File: src/design/mp2d_pkg.sv
// mp2d_pkg: shared constants, types and register codes for the 2d max pooling unit
// no dependencies; compile first
`default_nettype none

package mp2d_pkg;

   localparam int CHANNELS    = 4;
   localparam int MAX_HEIGHT  = 32;
   localparam int MAX_WIDTH   = 32;
   localparam int MAX_WINDOW  = 8;
   localparam int SAMPLE_BITS = 16;

   // payload field widths
   localparam int PLANE_BITS = 2;
   localparam int ROW_BITS   = 5;
   localparam int COL_BITS   = 5;

   // sample store addressing: (plane * MAX_HEIGHT + row) * MAX_WIDTH + col
   localparam int CH_ABITS    = $clog2(CHANNELS);
   localparam int HT_ABITS    = $clog2(MAX_HEIGHT);
   localparam int WD_ABITS    = $clog2(MAX_WIDTH);
   localparam int ADDR_BITS   = CH_ABITS + HT_ABITS + WD_ABITS;
   localparam int STORE_DEPTH = CHANNELS * MAX_HEIGHT * MAX_WIDTH;

   // register widths
   localparam int SIZE_BITS      = 6;
   localparam int WIN_BITS       = 4;
   localparam int STEP_BITS      = 4;
   localparam int PAD_BITS       = 3;
   localparam int CSR_DATA_BITS  = 6;
   localparam int CSR_INDEX_BITS = 3;

   // window counters and signed origin arithmetic
   localparam int KIDX_BITS = $clog2(MAX_WINDOW);
   localparam int ORG_BITS  = ROW_BITS + STEP_BITS + 1;

   localparam logic KIND_STORE   = 1'b0;
   localparam logic KIND_REQUEST = 1'b1;

   localparam logic [SAMPLE_BITS-1:0] SAMPLE_MIN = {1'b1, {(SAMPLE_BITS-1){1'b0}}};

   typedef enum logic [CSR_INDEX_BITS-1:0] {
      REG_IMAGE_HEIGHT  = 3'd0,
      REG_IMAGE_WIDTH   = 3'd1,
      REG_WINDOW_HEIGHT = 3'd2,
      REG_WINDOW_WIDTH  = 3'd3,
      REG_STEP_ROWS     = 3'd4,
      REG_STEP_COLS     = 3'd5,
      REG_PAD_ABOVE     = 3'd6,
      REG_PAD_LEFTSIDE  = 3'd7
   } csr_index_type;

   typedef struct packed {
      logic [SIZE_BITS-1:0] image_height;
      logic [SIZE_BITS-1:0] image_width;
      logic [WIN_BITS-1:0]  window_height;
      logic [WIN_BITS-1:0]  window_width;
      logic [STEP_BITS-1:0] step_rows;
      logic [STEP_BITS-1:0] step_cols;
      logic [PAD_BITS-1:0]  pad_above;
      logic [PAD_BITS-1:0]  pad_leftside;
   } cfg_type;

   // one window position issued by the scanner
   typedef struct packed {
      logic valid;
      logic first;
      logic rd;
      logic last;
   } step_type;

endpackage

`default_nettype wire

File: src/design/mp2d_if.sv
// mp2d_req_if and mp2d_rsp_if: valid/ready channels of the 2d max pooling unit
// depends on mp2d_pkg
`default_nettype none


interface mp2d_rsp_if;
   logic                                    valid;
   logic                                    ready;
   logic signed [mp2d_pkg::SAMPLE_BITS-1:0] maximum;
   logic                                    empty_window;

   modport source (output valid, maximum, empty_window, input ready);
   modport sink   (input valid, maximum, empty_window, output ready);
endinterface

`default_nettype wire

File: src/design/mp2d_reduce.sv
// mp2d_reduce: running maximum over read samples and the result output register
// depends on mp2d_pkg and mp2d_rsp_if
`default_nettype none

module mp2d_reduce (
   input  wire logic                             clock,
   input  wire logic                             reset,
   input  wire mp2d_pkg::step_type               step,
   input  wire logic [mp2d_pkg::SAMPLE_BITS-1:0] rdata,
   mp2d_rsp_if.source                            rsp,
   output      logic                             busy
);

   mp2d_pkg::step_type                      step_d_ff;
   logic signed [mp2d_pkg::SAMPLE_BITS-1:0] best_ff, best_in;
   logic                                    empty_ff, empty_in;
   logic                                    pend_ff, pend_in;
   logic                                    out_valid_ff, out_valid_in;
   logic signed [mp2d_pkg::SAMPLE_BITS-1:0] out_max_ff, out_max_in;
   logic                                    out_empty_ff, out_empty_in;

   logic signed [mp2d_pkg::SAMPLE_BITS-1:0] base_best, acc_best, sample;
   logic                                    base_empty, acc_empty, take;
   logic                                    slot_free, load;

   assign busy             = step_d_ff.valid || pend_ff;
   assign rsp.valid        = out_valid_ff;
   assign rsp.maximum      = out_max_ff;
   assign rsp.empty_window = out_empty_ff;

   always_comb begin
      sample     = $signed(rdata);
      base_best  = step_d_ff.first ? $signed(mp2d_pkg::SAMPLE_MIN) : best_ff;
      base_empty = step_d_ff.first || empty_ff;
      take       = step_d_ff.rd && (base_empty || (sample > base_best));
      acc_best   = take ? sample : base_best;
      acc_empty  = base_empty && !step_d_ff.rd;
      slot_free  = !out_valid_ff || rsp.ready;

      best_in      = best_ff;
      empty_in     = empty_ff;
      pend_in      = pend_ff;
      load         = 1'b0;
      out_max_in   = out_max_ff;
      out_empty_in = out_empty_ff;

      if (step_d_ff.valid) begin
         best_in  = acc_best;
         empty_in = acc_empty;
         if (step_d_ff.last) begin
            if (slot_free) begin
               load         = 1'b1;
               out_max_in   = acc_best;
               out_empty_in = acc_empty;
            end else begin
               pend_in = 1'b1;
            end
         end
      end else if (pend_ff && slot_free) begin
         load         = 1'b1;
         pend_in      = 1'b0;
         out_max_in   = best_ff;
         out_empty_in = empty_ff;
      end

      if (load) begin
         out_valid_in = 1'b1;
      end else if (rsp.ready) begin
         out_valid_in = 1'b0;
      end else begin
         out_valid_in = out_valid_ff;
      end
   end

   always_ff @(posedge clock) begin
      if (reset) begin
         step_d_ff    <= '0;
         pend_ff      <= 1'b0;
         out_valid_ff <= 1'b0;
      end else begin
         step_d_ff    <= step;
         pend_ff      <= pend_in;
         out_valid_ff <= out_valid_in;
      end
      best_ff      <= best_in;
      empty_ff     <= empty_in;
      out_max_ff   <= out_max_in;
      out_empty_ff <= out_empty_in;
   end

endmodule

`default_nettype wire

File: src/flat_wrapper.sv
// flat-port wrapper written by rule: the top's interface ports become plain ports
module mp2d_reduce_flat 
  (clock, reset, step, rdata, busy, rsp_valid, rsp_maximum, rsp_empty_window, rsp_ready);
  mp2d_rsp_if rsp_i ();
  input  wire logic clock;
  input  wire logic reset;
  input  wire mp2d_pkg::step_type step;
  input  wire logic [mp2d_pkg::SAMPLE_BITS-1:0] rdata;
  output      logic busy;
  output wire logic [$bits(rsp_i.valid)-1:0] rsp_valid;
  output wire logic [$bits(rsp_i.maximum)-1:0] rsp_maximum;
  output wire logic [$bits(rsp_i.empty_window)-1:0] rsp_empty_window;
  input wire logic [$bits(rsp_i.ready)-1:0] rsp_ready;
  assign rsp_valid = rsp_i.valid;
  assign rsp_maximum = rsp_i.maximum;
  assign rsp_empty_window = rsp_i.empty_window;
  assign rsp_i.ready = rsp_ready;
  mp2d_reduce u_core (.clock(clock), .reset(reset), .step(step), .rdata(rdata), .rsp(rsp_i), .busy(busy));
endmodule
File: config.mk
export PLATFORM = sky130hd
export DESIGN_NAME = mp2d_reduce_flat
export DESIGN_NICKNAME = d
export VERILOG_FILES = /design/src/design/mp2d_pkg.sv /design/src/design/mp2d_if.sv /design/src/design/mp2d_reduce.sv /design/src/flat_wrapper.sv
export SDC_FILE = /design/constraint.sdc
export NUM_CORES = 1
export LEC_CHECK = 0
export ABC_AREA = 0
export BUFFER_PORTS_ARGS = -buffer_cell sky130_fd_sc_hd__buf_2
export CORE_AREA = 2 2 71 73
export DETAILED_ROUTE_END_ITERATION = 10
export DIE_AREA = 0 0 73 75
export HOLD_SLACK_MARGIN = 0.02
export PLACE_DENSITY = 0.71
export SLEW_MARGIN = 20
export SYNTH_ARGS = -nofsm -noshare
export SYNTH_HDL_FRONTEND = slang
export SYNTH_SLANG_ARGS = --single-unit
File: constraint.sdc
create_clock -name clock -period 3.1 [get_ports clock]
set_input_delay 0.155 -clock clock [delete_from_list [all_inputs] [get_ports clock]]
set_output_delay 0.155 -clock clock [all_outputs]
set_load 0.005 [all_outputs]
# After elaboration in Yosys (flattened, before gate mapping)
# Cells that the tools add are included.
dict set report op_classes {
  n_lt_le_gt_ge 1
  n_eq_ne 3
  mux 20
  reduce_logical 13
}
# cell count
set op_table {}
lappend op_table {{16-bit two-way mux} 6}
lappend op_table {{16-bit greater-than comparator} 1}
lappend op_table {{1-bit two-way mux} 14}
lappend op_table {{2-bit != test (second input constant)} 3}
lappend op_table {{3-bit AND reduction} 2}
lappend op_table {{1-bit logical OR} 4}
lappend op_table {{2-bit nonzero test} 2}
lappend op_table {{1-bit logical AND} 3}
lappend op_table {{1-bit zero test} 2}
dict set report totals {
  register_bits 40
  input_bits 23
  output_inout_bits 19
  elab_cells 47
}

# Depth between registers and ports, before layout
dict set report depth {
  ltp_word 8
  depth_mapped 11
  depth_no_buf 8
}

# Worst setup path after synthesis
# Ideal clock, no wire load.
dict set report synth_path {
  path_kind {register to register}
  from {reg u_core.step_d_ff[2] (netlist bit)}
  to {reg u_core.out_max_ff (netlist bit u_core.rsp.maximum[11]), data pin}
  setup_time_ps 261
  t_arrival_ps 2504
  required_time_ps 2839
  slack_ps 335
  path_stages_with_launch 12
  path_buffers 3
  period_less_slack_ps 2765
  cell_sequence {dfxtp_1 > clkbuf_1 > clkbuf_1 > nor2_1 > ha_1 > nand4_4 > o41ai_4 > or2_2 > o22ai_1 > o21bai_4 > buf_6 > a221o_1}
}
dict set report synth_between {
  elab_chain_cells 8
  word_cells_on_any_way 9
  classes_between {order compare (1); mux (5); reduce/logical (3)}
}
# item line
set synth_lines {}
lappend synth_lines {{start, declared} mp2d_reduce.sv:14} ;# mp2d_pkg::step_type step_d_ff;
lappend synth_lines {{start signal, assigned} mp2d_reduce.sv:81} ;# step_d_ff <= step;
lappend synth_lines {{16-bit two-way mux} mp2d_reduce.sv:33} ;# base_best = step_d_ff.first ? $signed(mp2d_pkg::SAMPLE_MIN) : best_ff;
lappend synth_lines {{16-bit greater-than comparator} mp2d_reduce.sv:35} ;# take = step_d_ff.rd && (base_empty || (sample > base_best));
lappend synth_lines {{1-bit logical OR} mp2d_reduce.sv:35}
lappend synth_lines {{1-bit logical AND} mp2d_reduce.sv:35}
lappend synth_lines {{16-bit two-way mux (*)} mp2d_reduce.sv:36} ;# acc_best = take ? sample : base_best;
lappend synth_lines {{16-bit two-way mux (*)} mp2d_reduce.sv:51} ;# if (slot_free) begin
lappend synth_lines {{16-bit two-way mux (*)} mp2d_reduce.sv:50} ;# if (step_d_ff.last) begin
lappend synth_lines {{16-bit two-way mux (*)} mp2d_reduce.sv:47} ;# if (step_d_ff.valid) begin
lappend synth_lines {{named net u_core.out_max_in (one bit)} mp2d_reduce.sv:19} ;# logic signed [mp2d_pkg::SAMPLE_BITS-1:0] out_max_ff, out_max_in;
lappend synth_lines {{end signal, assigned} mp2d_reduce.sv:87} ;# out_max_ff <= out_max_in;
lappend synth_lines {{end, declared} mp2d_reduce.sv:19}
# Mark *: on every way through the listed nets, which the timed path passes. The rest lies on a longest branch. The select of a mux whose other input is x is not followed.
# A chain may end at the register's enable or synchronous reset.

# Worst setup path in the final report
dict set report layout_path {
  from {reg u_core.step_d_ff[2] (netlist bit)}
  to {reg u_core.out_max_ff (netlist bit u_core.rsp.maximum[4]), data pin}
}
# Same word-level chain as after synthesis.

==> impl_metrics.py <==
metrics = {
    "worst_setup_path": {
        "crit_required_ns": 3.14,
        "regToRegSetupSlack_ns": 0.27,
        "start_kind": "register",
        "critPathCaptureType": "register",
        "critical_path_class": "register to register",
        "crit_path_max_fanout": 19,
        "critical_path_arrival_ns": 2.87,
        "reg2reg_from": "u_core.step_d_ff[2]",
        "cp-startpoint": "u_core.step_d_ff[2]",
    },
    "clock_tree": {
        "ctsLongestPathBuffers": 2,
        "clk_pin_slew_worst_paths_ns": 0.08,
        "postcts_resize_cnt": 0,
        "ctsHtreeMaxLevel": 2,
        "clock_tree_from_tritoncts": "done",
        "cts-buffers-inserted": 5,
        "worstSkewPairLatency_ns": 0.29,
        "postCtsSetupRepairBufs": 0,
        "holdBufCountCts": 0,
        "cts-root-buf": "clkbuf_8",
        "numClockSinks": 40,
    },
    "logic_synthesis": {
        "number_of_enable_type_register_cells_in_the_synthesized_netlist": 34,
        "ys.flop_type": "edfxtp_1",
        "async_flop_share": 0,
        "synth_area_per_cell_um2": 12.2,
        "yosysWarningCount": 0,
        "synth_cell_types": 35,
        "ys_ff_latch": 40,
        "number_of_cells_produced_by_synthesis": 186,
        "ys_seq_area_frac": 0.502,
        "postSynthNetCount": 225,
        "mappedNetlistArea_um2": 2270,
    },
    "power": {
        "worst_ir_drop_vdd_uv": 299,
        "power-per-cell-area_nw_per_um2": 465,
        "finalPower_mw": 1.22,
        "total_leakage_power_nw": 1.02,
    },
    "die": {
        "boundaryPins": 42,
        "initial_core_util": 0.488,
        "floorplan.rows": 25,
        "die_w_um": 73,
        "die_h_um": 75,
        "floorplan.die_area_um2": 5480,
        "floorplan.core_area_um2": 4660,
    },
    "detailed_routing": {
        "postRouteWirelength_um": 4350,
        "vias_per_cell": 5.84,
        "detail_route.iter0.violations": 75,
        "post-route-drc-count": 0,
        "routed-via-count": 1663,
        "wl_per_cell_um": 15.2,
        "final_antenna_net_count": 0,
        "drt_first_pass_iters": 4,
    },
    "sta": {
        "grt_setup_unrepaired": "no",
        "timing.final.max_slew_violations": 0,
        "fmax_mhz": 354,
        "final_hold_viol_count": 0,
        "finClkSkew_ns": 0.00967,
        "layout_worst_path_cycle_share": 0.912,
        "finalSetupTns_ns": 0,
        "finalCriticalPeriod_ns": 2.83,
        "timing.max_slew.rel_slack": 0.605,
        "final_critical_path_setup_slack_ns": 0.274,
        "setup_violations": 0,
        "max_slew.worst_pin.slew_ns": 0.591,
    },
    "placed_design": {
        "placement_setup_slack_ns": 0.261,
        "detailedPlacementHpwl_um": 3050,
        "gp_routability_congestion": 0.828,
        "port_buffers": 41,
        "dp_cells": 277,
    },
    "grt": {
        "grt_antenna_before_repair": 0,
        "vias_in_the_first_global_route": 1552,
        "largest_net_degree_at_the_start_of_global_routing": 39,
        "global_route.usage.total": 0.169,
        "grt_remaining_overflow": 0,
        "grt_pass1_wl_um": 7110,
    },
    "layout": {
        "layout.nets": 269,
        "layout.filler_cells": 398,
        "area.growth.synth_to_final_pct": 15.6,
        "finish.cell_count_without_fillers": 285,
        "n_antenna_cell": 0,
        "layout-drive-gt1-share": 0.273,
        "postLayoutCoreUtil": 0.564,
    },
    "job": {
        "maxCapViolations": 0,
    },
    "worst_hold_path": {
        "holdCritStartpoint": "step[0]",
        "holdCritPathClass": "input pin to register",
    },
    "run_status": {
        "run_status": "finished clean",
    },
}
placed cells by master, fill, tap and decap left out, types with 2 or more instances in the layout:
cell type and instances:
buf_2 41, edfxtp_1 34, nor2b_1 22, ha_1 16, a32o_1 15, a221o_1 15, nand2b_1 14, a21oi_1 11
nor2_1 7, inv_1 6, buf_4 6, dfxtp_1 6, clkbuf_8 5, nand2_1 4, o21ai_0 3, nand4_1 3
or2_2 2, clkinv_2 2
Yosys cell counts (2+ instances only):
master	number	area, µm²
edfxtp_1	34	1020
nor2b_1	22	138
ha_1	16	200
a221o_1	15	150
a32o_1	15	150
nand2b_1	14	87.6
a21oi_1	12	60.1
nor2_1	7	26.3
dfxtp_1	6	120
inv_1	6	22.5
buf_2	4	20.0
clkbuf_1	4	15.0
nand2_1	4	15.0
nand4_1	3	18.8
o21ai_0	3	15.0
or2_2	2	12.5
sequential cells by signal, indices dropped and copies added, names as in the netlist:
signal / flops
u_core.rsp.empty_window: 1
u_core.step_d_ff: 4
u_core.pend_ff: 1
u_core.best_ff: 16
u_core.rsp.valid: 1
u_core.empty_ff: 1
u_core.rsp.maximum: 16
per-layer routing:
layer	vias up	part of all wire	track usage
li1	822	-	-
met2	50	0.51	0.286
met5	-	0	0
met1	787	0.43	0.213
met4	0	0.0097	0.0494
met3	4	0.053	0.0442
logic make-up (layout without fill, tap and decap cells):
kind of cell    Yosys count  after routing  share of synthesized area
simple gates             57             57                      0.152
compound gates           55             55                      0.217
flops                    40             40                      0.502
fa+ha+maj                16             16                     0.0881
buf+inv                  16             61                     0.0319
mux                       2              2                    0.00936
worst max-delay path, cell delays in order, from the launching register on:
cell and delay, ns:
dfxtp_1 0.63, nor2_1 0.08, ha_1 0.36, nand4_4 0.15, o41ai_4 0.41, or2_2 0.20, o22ai_1 0.07, o21bai_4 0.31
a221o_1 0.36
where the power goes:
group | internal, mW | switching [mW]
clock | 0.153 | 0.173
combinational | 0.121 | 0.133
sequential | 0.622 | 0.0195
per-stage QoR:
| step | hold WS [ns] | instance area, µm² |
|---|---|---|
| 6_report | 0.0741 | 2630 |
| 5_1_grt | 0.0759 | 2630 |
| 4_1_cts | 0.0665 | 2630 |
| 3_5_place_dp | 0.368 | 2540 |
| 3_3_place_gp | 0.363 | 2540 |
| 2_1_floorplan | 0.224 | 2270 |
area by class of cell:
cell class,count,area [µm²],share of cell area
inverter,6,22.5,0.00857
sequential,40,1140,0.434
clock inverter,3,13.8,0.00524
timing repair buffer,47,250,0.0952
clock buffer,5,68.8,0.0262
tap,54,67.6,0.0257
multi-input combinational,130,1060,0.405
path summary, 6_finish.rpt:
check                               end  depth (start not counted)
hold reg to reg        u_core.rsp.valid                          2
setup reg to reg  u_core.rsp.maximum[4]                          8
setup / recovery  u_core.rsp.maximum[4]                          8
hold / removal      u_core.step_d_ff[0]                          2
Power figures use the tool's default switching activity.
