**src/design/mp2d_pkg.sv**
```systemverilog
// mp2d_pkg: shared constants, types and register codes for the 2d max pooling unit
// no dependencies; compile first
`default_nettype none

package mp2d_pkg;

   localparam int CHANNELS    = 4;
   localparam int MAX_HEIGHT  = 32;
   localparam int MAX_WIDTH   = 32;
   localparam int MAX_WINDOW  = 8;
   localparam int SAMPLE_BITS = 16;

   // payload field widths
   localparam int PLANE_BITS = 2;
   localparam int ROW_BITS   = 5;
   localparam int COL_BITS   = 5;

   // sample store addressing: (plane * MAX_HEIGHT + row) * MAX_WIDTH + col
   localparam int CH_ABITS    = $clog2(CHANNELS);
   localparam int HT_ABITS    = $clog2(MAX_HEIGHT);
   localparam int WD_ABITS    = $clog2(MAX_WIDTH);
   localparam int ADDR_BITS   = CH_ABITS + HT_ABITS + WD_ABITS;
   localparam int STORE_DEPTH = CHANNELS * MAX_HEIGHT * MAX_WIDTH;

   // register widths
   localparam int SIZE_BITS      = 6;
   localparam int WIN_BITS       = 4;
   localparam int STEP_BITS      = 4;
   localparam int PAD_BITS       = 3;
   localparam int CSR_DATA_BITS  = 6;
   localparam int CSR_INDEX_BITS = 3;

   // window counters and signed origin arithmetic
   localparam int KIDX_BITS = $clog2(MAX_WINDOW);
   localparam int ORG_BITS  = ROW_BITS + STEP_BITS + 1;

   localparam logic KIND_STORE   = 1'b0;
   localparam logic KIND_REQUEST = 1'b1;

   localparam logic [SAMPLE_BITS-1:0] SAMPLE_MIN = {1'b1, {(SAMPLE_BITS-1){1'b0}}};

   typedef enum logic [CSR_INDEX_BITS-1:0] {
      REG_IMAGE_HEIGHT  = 3'd0,
      REG_IMAGE_WIDTH   = 3'd1,
      REG_WINDOW_HEIGHT = 3'd2,
      REG_WINDOW_WIDTH  = 3'd3,
      REG_STEP_ROWS     = 3'd4,
      REG_STEP_COLS     = 3'd5,
      REG_PAD_ABOVE     = 3'd6,
      REG_PAD_LEFTSIDE  = 3'd7
   } csr_index_type;

   typedef struct packed {
      logic [SIZE_BITS-1:0] image_height;
      logic [SIZE_BITS-1:0] image_width;
      logic [WIN_BITS-1:0]  window_height;
      logic [WIN_BITS-1:0]  window_width;
      logic [STEP_BITS-1:0] step_rows;
      logic [STEP_BITS-1:0] step_cols;
      logic [PAD_BITS-1:0]  pad_above;
      logic [PAD_BITS-1:0]  pad_leftside;
   } cfg_type;

   // one window position issued by the scanner
   typedef struct packed {
      logic valid;
      logic first;
      logic rd;
      logic last;
   } step_type;

endpackage

`default_nettype wire

```
**src/design/mp2d_if.sv**
```systemverilog
// mp2d_req_if and mp2d_rsp_if: valid/ready channels of the 2d max pooling unit
// depends on mp2d_pkg
`default_nettype none

interface mp2d_req_if;
   logic                                  valid;
   logic                                  ready;
   logic                                  kind;
   logic [mp2d_pkg::PLANE_BITS-1:0]       plane;
   logic [mp2d_pkg::ROW_BITS-1:0]         row_pos;
   logic [mp2d_pkg::COL_BITS-1:0]         col_pos;
   logic signed [mp2d_pkg::SAMPLE_BITS-1:0] sample;

   modport source (output valid, kind, plane, row_pos, col_pos, sample, input ready);
   modport sink   (input valid, kind, plane, row_pos, col_pos, sample, output ready);
endinterface


`default_nettype wire

```
**src/design/mp2d_scan.sv**
```systemverilog
// mp2d_scan: takes input transfers, writes samples and walks the pooling window
// depends on mp2d_pkg and mp2d_req_if
`default_nettype none

module mp2d_scan (
   input  wire logic                          clock,
   input  wire logic                          reset,
   input  wire mp2d_pkg::cfg_type             cfg,
   mp2d_req_if.sink                           req,
   input  wire logic                          busy,
   output      logic                          ram_we,
   output      logic [mp2d_pkg::ADDR_BITS-1:0] ram_waddr,
   output      logic [mp2d_pkg::SAMPLE_BITS-1:0] ram_wdata,
   output      logic                          ram_re,
   output      logic [mp2d_pkg::ADDR_BITS-1:0] ram_raddr,
   output      mp2d_pkg::step_type            step
);

   typedef enum logic {IDLE, SCAN} state_type;

   state_type                            state_ff, state_in;
   logic [mp2d_pkg::CH_ABITS-1:0]        plane_ff, plane_in;
   logic signed [mp2d_pkg::ORG_BITS-1:0] oy_ff, oy_in, ox_ff, ox_in;
   logic [mp2d_pkg::KIDX_BITS-1:0]       ky_ff, ky_in, kx_ff, kx_in;
   logic [mp2d_pkg::WIN_BITS-1:0]        kh_ff, kh_in, kw_ff, kw_in;
   logic [mp2d_pkg::SIZE_BITS-1:0]       h_ff, h_in, w_ff, w_in;
   logic                                 none_ff, none_in;
   logic                                 first_ff, first_in;

   logic                                 accept;
   logic                                 plane_ok;
   logic [mp2d_pkg::ORG_BITS-2:0]        prod_y, prod_x;
   logic signed [mp2d_pkg::ORG_BITS-1:0] iy, ix, ky_ext, kx_ext, h_ext, w_ext;
   logic                                 in_bounds, row_end, col_end;

   assign req.ready = (state_ff == IDLE) && !busy;
   assign accept    = req.valid && req.ready;
   assign plane_ok  = 32'(req.plane) < mp2d_pkg::CHANNELS;

   assign ram_we    = accept && (req.kind == mp2d_pkg::KIND_STORE) && plane_ok;
   assign ram_waddr = {req.plane[mp2d_pkg::CH_ABITS-1:0],
                       req.row_pos[mp2d_pkg::HT_ABITS-1:0],
                       req.col_pos[mp2d_pkg::WD_ABITS-1:0]};
   assign ram_wdata = req.sample;

   always_comb begin
      ky_ext    = mp2d_pkg::ORG_BITS'(ky_ff);
      kx_ext    = mp2d_pkg::ORG_BITS'(kx_ff);
      h_ext     = mp2d_pkg::ORG_BITS'(h_ff);
      w_ext     = mp2d_pkg::ORG_BITS'(w_ff);
      iy        = oy_ff + ky_ext;
      ix        = ox_ff + kx_ext;
      in_bounds = !iy[mp2d_pkg::ORG_BITS-1] && (iy < h_ext)
                  && !ix[mp2d_pkg::ORG_BITS-1] && (ix < w_ext);
      row_end   = mp2d_pkg::WIN_BITS'(ky_ff) == kh_ff - mp2d_pkg::WIN_BITS'(1);
      col_end   = mp2d_pkg::WIN_BITS'(kx_ff) == kw_ff - mp2d_pkg::WIN_BITS'(1);

      step.valid = (state_ff == SCAN);
      step.first = first_ff;
      step.rd    = (state_ff == SCAN) && !none_ff && in_bounds;
      step.last  = none_ff || (row_end && col_end);

      ram_re    = step.rd;
      ram_raddr = {plane_ff, iy[mp2d_pkg::HT_ABITS-1:0], ix[mp2d_pkg::WD_ABITS-1:0]};

      prod_y = (mp2d_pkg::ORG_BITS-1)'(req.row_pos)
               * (mp2d_pkg::ORG_BITS-1)'(cfg.step_rows);
      prod_x = (mp2d_pkg::ORG_BITS-1)'(req.col_pos)
               * (mp2d_pkg::ORG_BITS-1)'(cfg.step_cols);

      state_in = state_ff;
      plane_in = plane_ff;
      oy_in    = oy_ff;
      ox_in    = ox_ff;
      ky_in    = ky_ff;
      kx_in    = kx_ff;
      kh_in    = kh_ff;
      kw_in    = kw_ff;
      h_in     = h_ff;
      w_in     = w_ff;
      none_in  = none_ff;
      first_in = first_ff;

      unique case (state_ff)
         IDLE: begin
            if (accept && (req.kind == mp2d_pkg::KIND_REQUEST)) begin
               state_in = SCAN;
               plane_in = req.plane[mp2d_pkg::CH_ABITS-1:0];
               oy_in    = $signed({1'b0, prod_y})
                          - $signed(mp2d_pkg::ORG_BITS'(cfg.pad_above));
               ox_in    = $signed({1'b0, prod_x})
                          - $signed(mp2d_pkg::ORG_BITS'(cfg.pad_leftside));
               kh_in    = (32'(cfg.window_height) > mp2d_pkg::MAX_WINDOW)
                          ? mp2d_pkg::WIN_BITS'(mp2d_pkg::MAX_WINDOW) : cfg.window_height;
               kw_in    = (32'(cfg.window_width) > mp2d_pkg::MAX_WINDOW)
                          ? mp2d_pkg::WIN_BITS'(mp2d_pkg::MAX_WINDOW) : cfg.window_width;
               h_in     = (32'(cfg.image_height) > mp2d_pkg::MAX_HEIGHT)
                          ? mp2d_pkg::SIZE_BITS'(mp2d_pkg::MAX_HEIGHT) : cfg.image_height;
               w_in     = (32'(cfg.image_width) > mp2d_pkg::MAX_WIDTH)
                          ? mp2d_pkg::SIZE_BITS'(mp2d_pkg::MAX_WIDTH) : cfg.image_width;
               none_in  = !plane_ok || (cfg.window_height == '0)
                          || (cfg.window_width == '0);
               ky_in    = '0;
               kx_in    = '0;
               first_in = 1'b1;
            end
         end
         SCAN: begin
            first_in = 1'b0;
            if (step.last) begin
               state_in = IDLE;
            end else if (col_end) begin
               kx_in = '0;
               ky_in = ky_ff + mp2d_pkg::KIDX_BITS'(1);
            end else begin
               kx_in = kx_ff + mp2d_pkg::KIDX_BITS'(1);
            end
         end
      endcase
   end

   always_ff @(posedge clock) begin
      if (reset) begin
         state_ff <= IDLE;
         first_ff <= 1'b0;
         none_ff  <= 1'b0;
      end else begin
         state_ff <= state_in;
         first_ff <= first_in;
         none_ff  <= none_in;
      end
      plane_ff <= plane_in;
      oy_ff    <= oy_in;
      ox_ff    <= ox_in;
      ky_ff    <= ky_in;
      kx_ff    <= kx_in;
      kh_ff    <= kh_in;
      kw_ff    <= kw_in;
      h_ff     <= h_in;
      w_ff     <= w_in;
   end

endmodule

`default_nettype wire

```
**src/flat_wrapper.sv**
```systemverilog
// flat-port wrapper written by rule: the top's interface ports become plain ports
module mp2d_scan_flat 
  (clock, reset, cfg, busy, ram_we, ram_waddr, ram_wdata, ram_re, ram_raddr, step, req_valid, req_kind, req_plane, req_row_pos, req_col_pos, req_sample, req_ready);
  mp2d_req_if req_i ();
  input  wire logic clock;
  input  wire logic reset;
  input  wire mp2d_pkg::cfg_type cfg;
  input  wire logic busy;
  output      logic ram_we;
  output      logic [mp2d_pkg::ADDR_BITS-1:0] ram_waddr;
  output      logic [mp2d_pkg::SAMPLE_BITS-1:0] ram_wdata;
  output      logic ram_re;
  output      logic [mp2d_pkg::ADDR_BITS-1:0] ram_raddr;
  output      mp2d_pkg::step_type step;
  input wire logic [$bits(req_i.valid)-1:0] req_valid;
  input wire logic [$bits(req_i.kind)-1:0] req_kind;
  input wire logic [$bits(req_i.plane)-1:0] req_plane;
  input wire logic [$bits(req_i.row_pos)-1:0] req_row_pos;
  input wire logic [$bits(req_i.col_pos)-1:0] req_col_pos;
  input wire logic [$bits(req_i.sample)-1:0] req_sample;
  output wire logic [$bits(req_i.ready)-1:0] req_ready;
  assign req_i.valid = req_valid;
  assign req_i.kind = req_kind;
  assign req_i.plane = req_plane;
  assign req_i.row_pos = req_row_pos;
  assign req_i.col_pos = req_col_pos;
  assign req_i.sample = req_sample;
  assign req_ready = req_i.ready;
  mp2d_scan u_core (.clock(clock), .reset(reset), .cfg(cfg), .req(req_i), .busy(busy), .ram_we(ram_we), .ram_waddr(ram_waddr), .ram_wdata(ram_wdata), .ram_re(ram_re), .ram_raddr(ram_raddr), .step(step));
endmodule
```
**config.mk**
```make
export PLATFORM = sky130hd
export DESIGN_NAME = mp2d_scan_flat
export DESIGN_NICKNAME = d
export VERILOG_FILES = /design/src/design/mp2d_pkg.sv /design/src/design/mp2d_if.sv /design/src/design/mp2d_scan.sv /design/src/flat_wrapper.sv
export SDC_FILE = /design/constraint.sdc
export NUM_CORES = 1
export LEC_CHECK = 0
export ABC_AREA = 1
export BUFFER_PORTS_ARGS = -buffer_cell sky130_fd_sc_hd__buf_2
export CAP_MARGIN = 30
export CORE_UTILIZATION = 40
export CTS_CLUSTER_DIAMETER = 120
export DETAILED_ROUTE_END_ITERATION = 8
export GPL_TIMING_DRIVEN = 0
export PLACE_DENSITY = 0.65
export SLEW_MARGIN = 20
export SYNTH_ARGS = -nofsm -noshare
export SYNTH_HDL_FRONTEND = slang
export SYNTH_SLANG_ARGS = --single-unit
```
**constraint.sdc**
```tcl
create_clock -name clock -period 6.4 [get_ports clock]
set_clock_uncertainty 0.05 [all_clocks]
set_input_delay 1.28 -clock clock [delete_from_list [all_inputs] [get_ports clock]]
set_output_delay 1.28 -clock clock [all_outputs]
set_load 0.05 [all_outputs]
```
# ---- Word level (Yosys, flattened, before mapping)
# Cells that the tools add are included.
# W data, S select, Z words.
dict set report word_totals {
  wordCells 68
  out_inout_bits 47
  ff_bits 51
}
dict set report op_classes {
  addsub 8
  reduce_logical 21
  mux 12
  n_bitwise 2
  mul 2
  eq_ne 5
  n_lt_le_gt_ge 6
}
# op count
set op_table {}
lappend op_table {{$add A10 B4 Y10} 2}
lappend op_table {{$lt A10 B7 Y1} 2}
lappend op_table {{$sub A9 B3 Y10} 2}
lappend op_table {{$mul A5 B4 Y9} 2}
lappend op_table {{$mux W3} 5}
lappend op_table {{$gt A6 B6 Y1 const B} 2}
lappend op_table {{$pmux W3 S2} 2}
lappend op_table {{$logic_and A1 B1 Y1} 10}
lappend op_table {{$eq A3 B4 Y1} 2}
lappend op_table {{$gt A4 B4 Y1 const B} 2}
lappend op_table {{$logic_not A4 Y1} 2}
lappend op_table {{$sub A4 B1 Y4 const B} 2}
lappend op_table {{$add A3 B1 Y3 const B} 2}
lappend op_table {{$ne A2 B2 Y1 const B} 3}
lappend op_table {{$logic_not A1 Y1} 4}
lappend op_table {{$pmux W1 S2} 2}
lappend op_table {{$reduce_and A2 Y1} 2}
lappend op_table {{$mux W1} 3}
lappend op_table {{$reduce_and A3 Y1} 1}
lappend op_table {{$logic_or A1 B1 Y1} 2}
lappend op_table {{$not A1 Y1} 2}

# ---- Depth between registers and ports, before layout
dict set report logic_depth {
  word_depth 6
  ltp_mapped 18
  depth_no_buf 17
}

# ---- Least setup slack after synthesis
# No wires, ideal clock.
dict set report synth_path {
  kind {reg-to-output}
  startpoint {register u_core.kx_ff[0] (netlist bit)}
  endpoint {output step[1] (netlist bit)}
  slack_ns 1.215
  t_arrival_ns 3.855
  path_stages_with_launch 17
  path_cell_list {edfxtp_1 -> ha_1 -> inv_1 -> fa_1 -> inv_1 -> nand3_1 -> nand2_1 -> xor2_1 -> ha_1 -> nand2_1 -> nor2_1 -> nor2_1 -> nand3_1 -> nor2_1 -> nand4_1 -> nor2_1 -> buf_4}
}
# element line
set synth_rtl {}
lappend synth_rtl {{start, declared} mp2d_scan.sv:24} ;# logic [mp2d_pkg::KIDX_BITS-1:0] ky_ff, ky_in, kx_ff, kx_in;
lappend synth_rtl {{start signal, assigned} mp2d_scan.sv:136} ;# kx_ff <= kx_in;
lappend synth_rtl {{$add A10 B4 Y10} mp2d_scan.sv:52} ;# ix = ox_ff + kx_ext;
lappend synth_rtl {{net ram_raddr, one bit} flat_wrapper.sv:13} ;# output logic [mp2d_pkg::ADDR_BITS-1:0] ram_raddr;
lappend synth_rtl {{$lt A10 B7 Y1} mp2d_scan.sv:54} ;# && !ix[mp2d_pkg::ORG_BITS-1] && (ix < w_ext);
lappend synth_rtl {{$logic_and A1 B1 Y1} mp2d_scan.sv:54}
lappend synth_rtl {{$logic_and A1 B1 Y1} mp2d_scan.sv:60} ;# step.rd = (state_ff == SCAN) && !none_ff && in_bounds;
lappend synth_rtl {{end, declared} flat_wrapper.sv:14} ;# output mp2d_pkg::step_type step;
# The timed path passes the listed nets, and every way through them passes these cells.

==> reports/qor_table.md <==
| Quantity | This run |
|---|---|
| Result of the run | finished, final reports clean |
| Initial cell density of the core | 0.414 |
| Net switching power | 419 µW |
| Internal power consumption | 741 µW |
| Worst vdd rail ir drop | 0.000128 V |
| Site Rows | 39 |
| CTS resizes | 0 |
| Average via count per standard cell | 4.58 |
| WHS Endpoint | u_core.first_ff |
| Floorplan Core Area | 11,500 µm² |
| Synthesized instance count | 578 |
| Width of the die | 111 µm |
| Detailed-route via count | 3,784 |
| Post-layout min period | 4.62 ns |
| Register area | 1500 µm² |
| Tightest Pin Transition | 0.479 ns |
| Area of the die | 12,300 µm² |
| Last weighted congestion value of the routability-driven placer | 0.808 |
| Category of the critical setup timing path | flip-flop to primary output |
| Largest net degree at the start of global routing | 23 |
| Count of H-tree levels built during CTS | 2 |
| Filler Cells Inserted | 1,105 |
| Required time at the endpoint of the critical path | 5.07 ns |
| Classification of the worst-slack hold path | flip-flop to flip-flop |
| Worst-skew pair later-pin latency | 0.28 ns |
| Number of cells on the worst hold path | 2 |
| Post-CTS repair timing setup buffer count | 0 |
| Residual antenna-violating net count after detailed routing | 0 |
| Proportion of power drawn by flip-flops and latches | 0.360 |
| Multi-input combinational cell area | 2470 µm² |
| Area Growth Syn to Fin | 17.7% |
| Clock-pin slew reported for the worst setup and hold paths after clock tree synthesis | 0.07 ns |
| Depth of the worst register-to-register path | 9 |
| Total wire length after detailed routing | 8530 µm |
| Final antenna diode count | 0 |
| Leakage dissipation | 0.00307 µW |
| Post-route setup slack | 1.78 ns |
| Hold wc startpoint | u_core.first_ff |
| Final period util | 0.722 |
| Number of buffers inserted during clock tree synthesis | 5 |
| Number of sinks on the clock net | 51 |
| Part of the power in the clock network | 0.227 |
| I/O Buffers | 97 |
| Sw Share | 0.361 |
| Cell area after technology mapping | 4750 µm² |
| DR iter-0 viols | 105 |
| Total track usage | 0.144 |
| Post-Route Setup TNS | 0 ns |
| NumNets Final | 830 |
| RSZ-0062 raised after global routing | false |
| GR Overflow Total | 0 |
| Number of pins exceeding their max-slew limit in the final report | 0 |
| Avg Synthesized Cell Area | 8.21 µm² |
| Worst max-slew margin expressed relative to the limit | 0.680 |
| Power per cell area | 208 nW/µm² |
| Global-route wire length before repair | 14,700 µm |
| Yosys Warn Count | 0 |
| Remaining routing DRC violations | 0 |
| Register bit total from synthesis | 51 |
| Critical R2R Launch | u_core.kw_ff[0] |
| Number of top-level pins | 114 |
| Critical Path Sink Type | primary output |
| CP Data Arrival Time | 3.29 ns |
| Combinational group share of total power | 0.413 |
| Peak fanout along the critical path | 5 |
| Number of search-and-repair iterations in the first detailed-routing pass | 5 |
| CTS tree | yes |
| Setup slack of the most critical reg-to-reg path | 4.40 ns |
| CP startpoint kind | flip-flop |
| Number of buffers inserted for hold repair after clock tree synthesis | 0 |
| Max cap viols | 0 |
| Max Buffers Root-to-Sink | 2 |
| Synthesized net count | 725 |
| Final setup fails | 0 |
| Die outline height | 111 µm |
| Number of global-route vias before repair | 3,541 |
| Maximum operating frequency | 217 MHz |
| Count of endpoints failing hold in the final timing report | 0 |
| Portion of the post-synthesis area used by sequential elements | 0.316 |
| Worst slack after detailed placement | 2.06 ns |
| Synth cell types | 29 |
| Cell at the root of the clock tree | clkbuf_16 |
| Antenna violations before repair | 0 |
| Share of cells above drive strength 1 | 0.211 |
| Wirelength per Cell | 10.3 µm |
| Endpoint of the most critical register-to-register path | u_core.ky_ff[2] |
| HPWL after detailed placement | 7320 µm |
==> synth_stat cells <==
cell	count	area share
inv_1	139	0.11
dfxtp_1	3	0.013
nand3_2	1	0.0021
and3_1	1	0.0013
clkbuf_1	4	0.0032
xor2_1	18	0.033
a21oi_1	21	0.022
nor2_2	1	0.0013
o211ai_1	1	0.0016
edfxtp_1	48	0.30
nand2_2	1	0.0013
nor2_1	44	0.035
nor2_4	1	0.0024
o21ai_1	3	0.0032
a221oi_1	1	0.0018
fa_1	18	0.076
a31oi_1	1	0.0013
ha_1	62	0.16
o21ai_0	8	0.0084
nand2_1	117	0.093
o211ai_2	1	0.0026
o21ai_2	1	0.0018
nand4_1	10	0.013
and2_1	1	0.0013
xnor2_1	13	0.024
or2_0	2	0.0026
nand3b_1	2	0.0032
nand3_1	23	0.024
buf_4	32	0.051
==> cells in the final DEF (no fill, tap or decap), types with 2 or more instances in the layout <==
cell | Yosys | routed
a21oi_1 | 21 | 21
buf_2 | 0 | 97
buf_4 | 32 | 32
clkbuf_1 | 4 | 5
clkbuf_16 | 0 | 5
dfxtp_1 | 3 | 3
edfxtp_1 | 48 | 48
fa_1 | 18 | 18
ha_1 | 62 | 62
inv_1 | 139 | 138
nand2_1 | 117 | 117
nand3_1 | 23 | 23
nand3b_1 | 2 | 2
nand4_1 | 10 | 10
nor2_1 | 44 | 44
o21ai_0 | 8 | 8
o21ai_1 | 3 | 3
or2_0 | 2 | 2
xnor2_1 | 13 | 13
xor2_1 | 18 | 18
==> flip-flops by register name, indices dropped and copies added, names as in the netlist <==
name	cells
u_core.none_ff	1
u_core.plane_ff	2
u_core.first_ff	1
u_core.kw_ff	4
u_core.kx_ff	3
u_core.ox_ff	10
u_core.kh_ff	4
u_core.oy_ff	10
u_core.w_ff	6
u_core.ky_ff	3
u_core.h_ff	6
u_core.state_ff	1
==> worst max path at each step <==
stage	slack (ns)	to	startpoint	depth (start not counted)
6_report	1.78	step[1]	u_core.kx_ff[2]	18
5_1_grt	1.51	step[1]	u_core.kx_ff[2]	18
4_1_cts	1.72	step[1]	u_core.kx_ff[0]	17
3_5_place_dp	2.06	step[1]	u_core.kx_ff[0]	17
3_3_place_gp	2.11	step[1]	u_core.kx_ff[0]	17
2_1_floorplan	1.21	step[1]	u_core.kx_ff[0]	16
==> power groups by stage <==
stage	clock (µW)	sequential, µW	combinational (µW)
3_5_place_dp	0	425	484
6_report	263	418	479
2_1_floorplan	0	423	378
4_1_cts	270	418	486
5_1_grt	284	420	541
3_3_place_gp	0	425	472
==> logic make-up after synthesis <==
family | synth area share
flip-flops | 0.316
XOR/XNOR | 0.0572
AND/OR/NAND/NOR | 0.180
adder cells (fa/ha/maj) | 0.239
AO/OA/AOI/OAI | 0.0430
buffers and inverters | 0.164
==> critical path: stages (launching register included) <==
cell and delay (ns):
edfxtp_1 0.47, ha_1 0.40, nand2_1 0.11, nand3_1 0.16, and3_1 0.20, xnor2_1 0.14, inv_1 0.06, ha_1 0.30
nand2_1 0.07, nand2_1 0.05, inv_1 0.04, nand2_1 0.05, nor2_1 0.08, nand3_1 0.09, nor2_1 0.10, nand4_1 0.08
nor2_1 0.20, buf_4 0.15, buf_2 0.25
==> routing by layer <==
metal	wire length (µm)	track usage	vias to the layer above
met5	0	0	-
met4	92	0.0400	0
met3	256	0.0202	5
met2	4330	0.265	66
met1	3860	0.175	1735
li1	-	-	1978
==> cell type report <==
| class | count | area share |
|---|---|---|
| Multi-Input combinational cell | 352 | 0.442 |
| Sequential cell | 51 | 0.269 |
| Inverter | 139 | 0.0934 |
| Timing Repair Buffer | 98 | 0.0918 |
| Buffer | 36 | 0.0457 |
| Tap cell | 143 | 0.0320 |
| Clock buffer | 7 | 0.0255 |
| Clock inverter | 1 | 0.000896 |
==> through the flow <==
step	area (µm²)	cells	hold slack (ns)	utilization	power (µW)
finish	5590	827	0.429	0.487	1160
global route	5590	827	0.447	0.487	1250
CTS	5590	827	0.427	0.487	1170
detailed placement	5440	819	0.414	0.474	909
global placement	5410	818	0.409	0.472	897
floorplan	4750	578	0.388	-	801
Power figures use the tool's default switching activity.
